**src/int4_group_dequant_dot_product_top_defines.svh**
```systemverilog
// ----------------------------------------------------------------------------
// int4 group dequant dot product - assertion macros
// Shared concurrent assertion forms used by the RTL of this block.
// ----------------------------------------------------------------------------
`ifndef INT4_GROUP_DEQUANT_DOT_PRODUCT_TOP_DEFINES_SVH
`define INT4_GROUP_DEQUANT_DOT_PRODUCT_TOP_DEFINES_SVH

// consequent checked in the same cycle as the antecedent
`define IGDQ_ASSERT_NOW(label, clk, rst_n, ante, cons, msg) \
  label: assert property (@(posedge clk) disable iff (!rst_n) (ante) |-> (cons)) \
    else $error(msg);

// consequent checked in the cycle after the antecedent
`define IGDQ_ASSERT_NEXT(label, clk, rst_n, ante, cons, msg) \
  label: assert property (@(posedge clk) disable iff (!rst_n) (ante) |=> (cons)) \
    else $error(msg);

`endif

```
**src/igdq_pkg.sv**
```systemverilog
// ----------------------------------------------------------------------------
// igdq_pkg
// Types and constants shared by the int4 group dequant dot product block.
// ----------------------------------------------------------------------------
`timescale 1ns / 1ps
`default_nettype none

package igdq_pkg;

  localparam int NIBBLES    = 8;
  localparam int NIB_W      = 4;
  localparam int SLOT_W     = 3;
  localparam int WORD_W     = NIBBLES * NIB_W;
  localparam int ACT_W      = 32;
  localparam int SCALE_W    = 16;
  localparam int RW_W       = 16;
  localparam int NIBD_W     = NIB_W + 1;
  localparam int NS_W       = NIBD_W + SCALE_W;
  localparam int PROD_W     = NS_W + ACT_W;
  localparam int ACC_W      = 64;
  localparam int HALF_W     = ACC_W / 2;
  localparam int PLO_W      = HALF_W + RW_W;
  localparam int PHI_W      = HALF_W + RW_W + 1;
  localparam int FULL_W     = ACC_W + RW_W + 1;
  localparam int FRAC_SH    = 15;
  localparam int RND_W      = FULL_W - FRAC_SH;

  // mac sequence: issue slots 0..7, then drain the multiplier
  localparam int MAC_LAST   = NIBBLES + 1;
  localparam int CNT_W      = $clog2(MAC_LAST + 1);

  localparam int CFG_IDX_W  = 1;
  localparam int CFG_DATA_W = 4;

  localparam logic [CFG_IDX_W-1:0] CFG_APPLY_RW   = 1'd0;
  localparam logic [CFG_IDX_W-1:0] CFG_ZERO_POINT = 1'd1;

  localparam logic [NIB_W-1:0]  ZERO_POINT_RST = 4'd8;
  localparam logic [FULL_W-1:0] ROUND_HALF     = FULL_W'(16384);
  localparam logic [ACC_W-1:0]  ACC_MAX        = {1'b0, {(ACC_W-1){1'b1}}};
  localparam logic [ACC_W-1:0]  ACC_MIN        = {1'b1, {(ACC_W-1){1'b0}}};

  typedef logic [NIBBLES-1:0][ACT_W-1:0] act_vec_t;
  typedef logic [NIBBLES-1:0][NIB_W-1:0] nib_vec_t;

  typedef struct packed {
    logic              load;
    logic              issue;
    logic [SLOT_W-1:0] slot_a;
    logic              mul;
    logic [SLOT_W-1:0] slot_b;
    logic              add;
    logic              acc_add;
    logic              wmul;
    logic              wrnd;
    logic              emit;
  } dp_cmd_t;

  typedef struct packed {
    logic last;
    logic apply;
  } dp_sts_t;

endpackage

`default_nettype wire

```
**src/igdq_ctrl.sv**
```systemverilog
// ----------------------------------------------------------------------------
// igdq_ctrl
// Controller: sequences the eight-slot mac, the accumulate, the optional
// router weighting and the hand-off into the output register.
// ----------------------------------------------------------------------------
`timescale 1ns / 1ps
`default_nettype none
`include "int4_group_dequant_dot_product_top_defines.svh"

module igdq_ctrl
  import igdq_pkg::*;
(
  input  logic    clk,
  input  logic    rst_n,
  input  logic    in_valid,
  output logic    in_ready,
  output logic    out_valid,
  input  logic    out_ready,
  input  dp_sts_t sts,
  output dp_cmd_t cmd
);

  localparam logic [2:0] S_IDLE = 3'd0;
  localparam logic [2:0] S_MAC  = 3'd1;
  localparam logic [2:0] S_ACC  = 3'd2;
  localparam logic [2:0] S_WMUL = 3'd3;
  localparam logic [2:0] S_WRND = 3'd4;
  localparam logic [2:0] S_EMIT = 3'd5;

  logic [2:0]       state_r;
  logic [2:0]       state_nxt;
  logic [CNT_W-1:0] cnt_r;
  logic [CNT_W-1:0] cnt_nxt;
  logic [CNT_W-1:0] cnt_prev;
  logic             out_valid_r;
  logic             out_valid_nxt;
  logic             in_xfer;
  logic             in_mac;

  assign in_ready = (state_r == S_IDLE);
  assign in_xfer  = in_valid & in_ready;
  assign in_mac   = (state_r == S_MAC);
  assign cnt_prev = cnt_r - CNT_W'(1);

  always_comb begin
    cmd         = '0;
    cmd.load    = in_xfer;
    cmd.issue   = in_mac && (cnt_r < CNT_W'(NIBBLES));
    cmd.slot_a  = cnt_r[SLOT_W-1:0];
    cmd.mul     = in_mac && (cnt_r >= CNT_W'(1)) && (cnt_r <= CNT_W'(NIBBLES));
    cmd.slot_b  = cnt_prev[SLOT_W-1:0];
    cmd.add     = in_mac && (cnt_r >= CNT_W'(2));
    cmd.acc_add = (state_r == S_ACC);
    cmd.wmul    = (state_r == S_WMUL);
    cmd.wrnd    = (state_r == S_WRND);
    cmd.emit    = (state_r == S_EMIT) && (!out_valid_r || out_ready);
  end

  always_comb begin
    state_nxt = state_r;
    cnt_nxt   = cnt_r;
    case (state_r)
      S_IDLE: begin
        if (in_xfer) begin
          state_nxt = S_MAC;
          cnt_nxt   = '0;
        end
      end
      S_MAC: begin
        if (cnt_r == CNT_W'(MAC_LAST)) begin
          state_nxt = S_ACC;
        end else begin
          cnt_nxt = cnt_r + CNT_W'(1);
        end
      end
      S_ACC: begin
        if (!sts.last) begin
          state_nxt = S_IDLE;
        end else if (sts.apply) begin
          state_nxt = S_WMUL;
        end else begin
          state_nxt = S_EMIT;
        end
      end
      S_WMUL: state_nxt = S_WRND;
      S_WRND: state_nxt = S_EMIT;
      S_EMIT: begin
        if (cmd.emit) begin
          state_nxt = S_IDLE;
        end
      end
      default: state_nxt = S_IDLE;
    endcase
  end

  // output register flag: a finished result waits here for its transfer
  always_comb begin
    out_valid_nxt = out_valid_r;
    if (cmd.emit) begin
      out_valid_nxt = 1'b1;
    end else if (out_ready) begin
      out_valid_nxt = 1'b0;
    end
  end

  always_ff @(posedge clk) begin
    if (!rst_n) begin
      state_r     <= S_IDLE;
      cnt_r       <= '0;
      out_valid_r <= 1'b0;
    end else begin
      state_r     <= state_nxt;
      cnt_r       <= cnt_nxt;
      out_valid_r <= out_valid_nxt;
    end
  end

  assign out_valid = out_valid_r;

  `IGDQ_ASSERT_NEXT(a_xfer_starts_mac, clk, rst_n, in_xfer, (state_r == S_MAC) && (cnt_r == '0), "accepted item did not start the mac sequence")
  `IGDQ_ASSERT_NOW(a_cnt_bound, clk, rst_n, in_mac, cnt_r <= CNT_W'(MAC_LAST), "mac counter ran past the drain cycle")
  `IGDQ_ASSERT_NEXT(a_mac_to_acc, clk, rst_n, in_mac && (cnt_r == CNT_W'(MAC_LAST)), state_r == S_ACC, "mac sequence did not end in accumulate")
  `IGDQ_ASSERT_NEXT(a_emit_loads_out, clk, rst_n, cmd.emit, out_valid_r && (state_r == S_IDLE), "emit did not fill the output register")
  `IGDQ_ASSERT_NEXT(a_nonlast_no_emit, clk, rst_n, cmd.acc_add && !sts.last, (state_r == S_IDLE) && (out_valid_r == $past(out_valid_nxt)), "non-last item left the idle path")

endmodule

`default_nettype wire
```
**config.mk**
```make
export PLATFORM = sky130hd
export DESIGN_NAME = igdq_ctrl
export DESIGN_NICKNAME = d
export VERILOG_FILES = /design/src/igdq_pkg.sv /design/src/igdq_ctrl.sv
export VERILOG_INCLUDE_DIRS = /design/src /design/src/src
export SDC_FILE = /design/constraint.sdc
export NUM_CORES = 1
export LEC_CHECK = 0
export BUFFER_PORTS_ARGS = -buffer_cell sky130_fd_sc_hd__buf_2
export CAP_MARGIN = 20
export CORE_MARGIN = 4
export CORE_UTILIZATION = 42
export DETAILED_ROUTE_END_ITERATION = 12
export PLACE_DENSITY = 0.8
export SLEW_MARGIN = 20
export SYNTH_ARGS = -nofsm -noshare
export SYNTH_HDL_FRONTEND = slang
export SYNTH_SLANG_ARGS = --single-unit
```
**constraint.sdc**
```tcl
create_clock -name clk -period 1.6 [get_ports clk]
set_clock_uncertainty 0.2 [all_clocks]
set_input_delay 0.24 -clock clk [delete_from_list [all_inputs] [get_ports clk]]
set_output_delay 0.24 -clock clk [all_outputs]
set_load 0.01 [all_outputs]
```
# --- Yosys cells after proc, flatten, opt, wreduce, memory -nomap -nowiden ---
# Cells that the tools add are included.
word_totals:
  reg_bits: 8
  elab_cells: 43
  in_bits: 6
classes:
  n_mux: 11
  magnitude_cmp: 4
  addsub: 2
  bitwise_logic: 1
  eq_ne: 10
  reduce_logical: 12
ops:
  columns: ["op", "count"]
  rows:
  - ["3-bit one-hot mux with 6 select lines", 1]
  - ["3-bit 2-to-1 mux", 5]
  - ["4-bit 2-to-1 mux", 2]
  - ["4-bit one-hot mux with 2 select lines", 1]
  - ["3-bit by 2-bit == test with 1-bit output (second input constant)", 2]
  - ["3-bit == test (second input constant)", 2]
  - ["3-bit AND reduction", 2]
  - ["1-bit logical AND", 5]
  - ["4-bit by 1-bit adder with 4-bit output (second input constant)", 1]
  - ["4-bit == test (second input constant)", 1]
  - ["4-bit by 1-bit >= comparator with 1-bit output (second input constant)", 1]
  - ["4-bit by 2-bit >= comparator with 1-bit output (second input constant)", 1]
  - ["4-bit less-or-equal comparator (second input constant)", 1]
  - ["4-bit < comparator (second input constant)", 1]
  - ["2-bit by 1-bit != test with 1-bit output (second input constant)", 2]
  - ["2-bit != test (second input constant)", 2]
  - ["2-bit nonzero test", 2]
  - ["3-bit by 1-bit == test with 1-bit output (second input constant)", 1]
  - ["3-bit zero test", 1]
  - ["3-bit by 1-bit subtractor with 3-bit output (second input constant)", 1]
  - ["1-bit 2-to-1 mux", 2]
  - ["1-bit bitwise AND", 1]
  - ["1-bit zero test", 1]
  - ["1-bit logical OR", 1]

# --- Longest topological paths before layout ---
# Gate-level depths: netlist (run 1).
logic_depth:
  ltp_word: 5
  depth_mapped: 5

# --- Worst setup path before layout (run 1) ---
# No wires, ideal clock.
synth_timing:
  path_kind: "register -> register"
  start: "register state_r[1]"
  end: "register cnt_r[2]"
  path_buffers: 1
  slack_ns: -0.078
  synth_period_minus_slack_ns: 1.678
  path_stages_with_launch: 5
  t_arrival_ns: 1.412
  setup_time_ns: 0.066
  path_cell_list: "dfxtp_1 or3b_1 buf_6 or4_4 a21oi_2"
synth_between:
  elab_chain_len: 4
  elab_cells_between_ends: 8
synth_lines:
  columns: ["element", "line", "rtl"]
  rows:
  - ["from (decl)", "igdq_ctrl.sv:30", "logic [2:0] state_r;"]
  - ["from (signal assigned)", "igdq_ctrl.sv:112", "state_r <= state_nxt;"]
  - ["3-bit zero test", "igdq_ctrl.sv:40, igdq_ctrl.sv:62", null]
  - ["1-bit bitwise AND", "igdq_ctrl.sv:41", "assign in_xfer = in_valid & in_ready;"]
  - ["2-bit by 1-bit != test with 1-bit output (no line)", null, null]
  - ["3-bit AND reduction (no line)", null, null]
  - ["to (signal assigned)", "igdq_ctrl.sv:113", "cnt_r <= cnt_nxt;"]
  - ["to (decl)", "igdq_ctrl.sv:32", "logic [CNT_W-1:0] cnt_r;"]
# Several ways; a longest one is shown, not always the timed one.
# A chain may end at the register's enable or synchronous reset.

==> qor.csv, run 1 <==
metric,value,unit
area of the mapped netlist,607,µm²
endpoints failing setup,9,
pins over their slew limit,0,
worst path required time,1.16,ns
worst rel slew slack,77.1,%
GPL Wtd Cong,0.810,
violated checks,negative setup slack,
overall power,658,µW
Post-layout nets,121,
most common library cell in the layout ignoring fill and taps,buf_2,
FMAX,558,MHz
WHS,0.0248,ns
fillcell total,109,
Ys Warns,0,
Peak VDD IR,0.000547,V
antenna violations before repair,0,
most frequent cells in the layout,"19 x buf_2, 11 x buf_4, 6 x o21ai_0, 6 x a21oi_1, 6 x buf_6",
reg2reg path depth,5,
total congestion overflow,0,
period utilization,112,%
pwr dens,717,nW/µm²
DP Area,754,µm²
Via density,5.44,
DR vias,675,
I/O pin count,22,
detailed-route DRC error count,0,
Initial Util,45.5,%
htree depth,1,
initial drt markers,11,
reg2reg setup slack,-0.17,ns
global-route wire length before repair,2640,µm
worst hold endpoint,state_r[2],
Final Cell Area,917,µm²
Root Buffer,clkbuf_4,
post-synthesis sequential area ratio,26.4,%
dpl ws,-0.0394,ns
HP Start,rst_n,
number of diodes,0,
Critical Path Sink Type,output port,
final setup margin,-0.191,ns
CTS tree,yes,
CP max stage cell,or3b_4,
detailed placement HPWL,1160,µm
number of port buffers,21,
P_leak,0.432,nW
crit path cell chain,or3b_4 > buf_6 > nor2_1 > buf_2,
layout cells sized above 1,56.9,%
Max Buffers Root-to-Sink,2,
total CTS buffers,3,
global-route usage over all layers,17.6,%
Clock Latency Late Sink,0.26,ns
Crit Reg-Reg Endpoint,cnt_r[3],
Mapped Avg Cell Area,7.68,µm²
Core Area,1330,µm²
Rows,13,
CP Class,register to output port,
launching element type of the critical path,register,
Final Critical Period,1.79,ns
# hold bufs at CTS,0,
WP data arrival,1.35,ns
Worst Max-Slew Pin Slew,0.342,ns
r2r startpoint,state_r[1],
Yosys reg bits,8,
RSZ-0062 raised after global routing,yes,
post-layout util,68.8,%
Die Ht,46.0,µm
Routed Antenna Nets,0,
"CTS clk-pin slew, worst paths",0.06,ns
status,"complete, but fails checks",
First-pass DRT Iterations,4,
Crit path largest cell delay,0.42,ns
Crit Path Max Fanout,5,
largest net degree at the start of global routing,12,
synthesis-to-finish area growth,51.1,%
Max Cap Viol,0,
DIE AREA,2120,µm²
WL/cell,14.0,µm
Inst Count DP,117,
vias in the first global route,608,
Finished Layout Cells,124,
post-route setup TNS,-1.34,ns
Post-Route WL,1740,µm
final hold violations,0,
post-synthesis net count,89,
number of library cell types mapped by synthesis,30,
Gate Count Post-Synth,79,
CTS Sinks,8,
WHS Path Cells,2,
DIE WIDTH,46.0,µm
Hold/Removal Path Class,input pin to register,
==> cell type report <==
type / count / area [µm²] / area share, %
timing repair buffer: 36 / 245 / 26.7
multi-input combinational: 54 / 434 / 47.3
sequential: 8 / 166 / 18.1
inverter: 8 / 30.0 / 3.27
clock buffer: 3 / 22.5 / 2.46
tap: 15 / 18.8 / 2.05
==> synth_stat cells, drive strengths merged <==
library cell	number	area share [%]
buf	6	8.0
inv	8	4.9
a21oi	8	7.2
and3b	2	2.9
a21boi	1	1.2
xor2	1	1.4
and3	1	1.0
nand3	3	2.5
and2b	1	1.2
o21a	1	1.2
nand2b	4	4.1
or3	2	2.1
nor4	1	1.0
nand2	1	0.62
nor4b	1	1.4
nor2	5	3.1
nor3	3	2.5
nor3b	2	2.5
clkbuf	3	1.9
nand3b	1	1.2
ha	4	8.2
or3b	1	1.4
dfxtp	8	26
and4b	1	1.6
o21ai	7	5.8
or4	1	1.9
a211oi	2	2.5
==> cells by family after synthesis <==
group | synth area share, %
AND/OR/NAND/NOR | 31.1
AO/OA/AOI/OAI | 17.9
buffers and inverters | 14.8
flip-flops | 26.4
adder cells (fa/ha/maj) | 8.25
XOR/XNOR | 1.44
==> metal layers <==
layer,part of all wire [%],track usage (%),vias to the layer above
li1,-,-,330
met5,0,0,-
met1,44,22.1,324
met3,5.1,5.93,4
met4,1.4,5.11,0
met2,49,28.0,17
==> worst max-delay path by stage <==
stage / from / end / depth (start not counted)
after CTS: state_r[1] / cmd[4] / 4
after floorplan: state_r[1] / cnt_r[2] / 4
final: state_r[1] / cmd[4] / 4
after global routing: state_r[0] / cmd[8] / 3
after detailed placement: state_r[1] / cnt_r[2] / 3
after global placement: state_r[1] / cnt_r[2] / 3
==> sequential cells by signal (all words and copies together) (netlist names) <==
register,count
cnt_r,4
out_valid,1
state_r,3
==> critical path: cells and delay by family (launching register included) <==
family / cells / cell delay [ns]
buffers and inverters: 2 / 0.29
flip-flops: 1 / 0.32
AND/OR/NAND/NOR: 2 / 0.49
==> repair_timing <==
action	CTS	global route
buffers inserted	3	1
endpoints found under the setup margin	10	13
gates resized for setup	17	13
pin swaps	6	4
==> power by group <==
group / total [mW] / internal, mW / switching (mW)
clock: 0.161 / 0.0863 / 0.0750
sequential: 0.219 / 0.211 / 0.00740
combinational: 0.278 / 0.143 / 0.135
Power figures use the tool's default switching activity.
==> run 2, diff against run 1 <==
--- a/config.mk
+++ b/config.mk
@@ -8,11 +8,12 @@
 export LEC_CHECK = 0
 export BUFFER_PORTS_ARGS = -buffer_cell sky130_fd_sc_hd__buf_2
 export CAP_MARGIN = 20
+export CELL_PAD_IN_SITES_DETAIL_PLACEMENT = 1
+export CELL_PAD_IN_SITES_GLOBAL_PLACEMENT = 1
 export CORE_MARGIN = 4
-export CORE_UTILIZATION = 42
+export CORE_UTILIZATION = 30
 export DETAILED_ROUTE_END_ITERATION = 12
-export PLACE_DENSITY = 0.8
-export SLEW_MARGIN = 20
+export PLACE_DENSITY_LB_ADDON = 0.1
 export SYNTH_ARGS = -nofsm -noshare
 export SYNTH_HDL_FRONTEND = slang
 export SYNTH_SLANG_ARGS = --single-unit
==> run 2 against run 1 <==
  * The run still ends with negative setup slack left
  * Non-clock buffer count up 1
  * Core utilization down 21 points
  * Design area up 1.2%
  * Clock power about the same
  * Register-to-register slack better by 0.02 ns
  * Hold slack better by 0.025 ns
  * Sequential share of layout area down 0.22 points
  * Critical path type unchanged
==> qor.csv, run 2 (synthesized netlist as in run 1, its figures left out) <==
metric,value,unit,change
crit path cell chain,or3b_4 > a211oi_2 > buf_2,,was or3b_4 > buf_6 > nor2_1 > buf_2
reg2reg setup slack,-0.15,ns,was -0.17 ns
Comb power frac,40.9,%,was 42.2%
antenna violations before repair,0,,unchanged
worst rel slew slack,76.9,%,was 77.1%
pwr dens,689,nW/µm²,was 717 nW/µm²
Core Area,1940,µm²,was 1330 µm²
endpoints failing setup,10,,was 9
pins over their slew limit,0,,unchanged
Critical Path Sink Type,output port,,unchanged
sequential power share,34.3,%,was 33.3%
register with the most flip-flops,cnt_r,,unchanged
vias in the first global route,644,,was 608
dpl ws,-0.0549,ns,was -0.0394 ns
global-route usage over all layers,14.3,%,was 17.6%
P_leak,0.422,nW,was 0.432 nW
Pint,430,µW,was 441 µW
CP Class,register to output port,,unchanged
most frequent cells in the layout,"20 x buf_2, 10 x buf_4, 7 x buf_6",,"was 19 x buf_2, 11 x buf_4, 6 x o21ai_0, 6 x a21oi_1, 6 x buf_6"
Via density,4.78,,was 5.44
worst path required time,1.16,ns,about the same
detailed placement HPWL,1380,µm,was 1160 µm
Max Buffers Root-to-Sink,2,,unchanged
period utilization,112,%,about the same
RSZ-0062 raised after global routing,yes,,unchanged
Max Cap Viol,0,,unchanged
layout cells sized above 1,60.0,%,was 56.9%
Final Cell Area,928,µm²,was 917 µm²
detailed-route DRC error count,0,,unchanged
global-route wire length before repair,2810,µm,was 2640 µm
number of flip-flops in the largest register,4,,unchanged
Clk pwr share,24.8,%,was 24.5%
Final Critical Period,1.79,ns,about the same
CTS Sinks,8,,unchanged
First-pass DRT Iterations,2,,was 4
Critical Path End,cmd[8],,was cmd[4]
htree depth,1,,unchanged
initial drt markers,1,,was 11
Post-Route WL,1830,µm,was 1740 µm
fillcell total,259,,was 109
total CTS buffers,3,,unchanged
DR vias,655,,was 675
status,"complete, but fails checks",,unchanged
WP data arrival,1.35,ns,about the same
CTS tree,yes,,unchanged
WL/cell,13.4,µm,was 14.0 µm
Net Sw Frac,32.8,%,was 33.0%
number of diodes,0,,unchanged
final hold violations,0,,unchanged
DIE AREA,2810,µm²,was 2120 µm²
Die Ht,53.0,µm,was 46.0 µm
FMAX,560,MHz,was 558 MHz
Hold/Removal Path Class,input pin to register,,unchanged
Crit path largest cell delay,0.42,ns,about the same
Peak VDD IR,0.000367,V,was 0.000547 V
Root Buffer,clkbuf_4,,unchanged
Inst Count DP,129,,was 117
NetSw,210,µW,was 217 µW
Crit Path Max Fanout,4,,was 5
largest net degree at the start of global routing,12,,unchanged
final setup margin,-0.186,ns,was -0.191 ns
Rows,16,,was 13
Worst Setup SP,state_r[1],,unchanged
launching element type of the critical path,register,,unchanged
violated checks,negative setup slack,,unchanged
r2r startpoint,state_r[1],,unchanged
CP max stage cell,or3b_4,,unchanged
Routed Antenna Nets,0,,unchanged
most common library cell in the layout ignoring fill and taps,buf_2,,unchanged
I/O pin count,22,,unchanged
Clock Latency Late Sink,0.25,ns,was 0.26 ns
Initial Util,31.3,%,was 45.5%
DP Area,769,µm²,was 754 µm²
Post-layout nets,122,,was 121
Worst Max-Slew Pin Slew,0.346,ns,was 0.342 ns
Finished Layout Cells,137,,was 124
"CTS clk-pin slew, worst paths",0.06,ns,about the same
overall power,639,µW,was 658 µW
reg2reg path depth,4,,was 5
Crit Reg-Reg Endpoint,cnt_r[2],,was cnt_r[3]
DIE WIDTH,53.0,µm,was 46.0 µm
number of port buffers,21,,unchanged
synthesis-to-finish area growth,53.0,%,was 51.1%
total congestion overflow,0,,unchanged
GPL Wtd Cong,0.795,,was 0.810
[run 2: worst min path at each step]
stage               cells after the start  start          to  slack (ns)
floorplan                               1  rst_n  state_r[2]        0.16
detailed placement                      2  rst_n  state_r[2]        0.33
global route                            2  rst_n  state_r[2]        0.04
CTS                                     2  rst_n  state_r[2]        0.05
global placement                        2  rst_n  state_r[2]        0.29
finish                                  2  rst_n  state_r[2]        0.05
[run 2: repair_timing]
item	4_1_cts	5_1_grt
setup buffers	1	4
endpoints found under the setup margin	9	15
pin swaps	4	8
resized for setup	12	21
hold buffers	0	0
[run 2: critical path: cells and delay by family, from the launching register on]
kind / cells / cell delay, ns
AND/OR/NAND/NOR: 1 / 0.42
AO/OA/AOI/OAI: 1 / 0.20
buffers and inverters: 1 / 0.16
flip-flops: 1 / 0.32
[run 2: power by group through the flow]
stage	Sequential [mW]	Combinational [mW]	Clock, mW
finish	0.219	0.262	0.158
floorplan	0.222	0.124	0
global route	0.221	0.286	0.184
global placement	0.219	0.197	0
CTS	0.217	0.227	0.165
detailed placement	0.220	0.202	0
[run 2: routing by layer]
metal | vias to the layer above | GRT usage (%) | share of wire [%] | wire [µm]
li1 | 331 | - | - | -
met1 | 311 | 14.8 | 42 | 766
met2 | 13 | 26.0 | 53 | 970
met3 | 0 | 3.38 | 5.2 | 95
met4 | 0 | 7.66 | 0 | 0
met5 | - | 0 | 0 | 0
[run 2: layout make-up]
type	count	area [µm²]	share of cell area, %
Tap cell	27	33.8	3.64
Timing Repair Buffer	37	254	27.4
Multi-Input combinational cell	54	422	45.4
Sequential cell	8	166	17.9
Inverter	8	30.0	3.23
Clock buffer	3	22.5	2.43
[run 2: stage by stage]
stage / util, % / hold slack (ns) / TNS (ns)
6_report: 47.8 / 0.0499 / -1.17
5_1_grt: 47.8 / 0.0371 / -1.87
4_1_cts: 42.8 / 0.0539 / -1.06
3_5_place_dp: 39.6 / 0.326 / -0.0684
3_3_place_gp: 39.6 / 0.293 / -0.0316
2_1_floorplan: - / 0.158 / -0.139
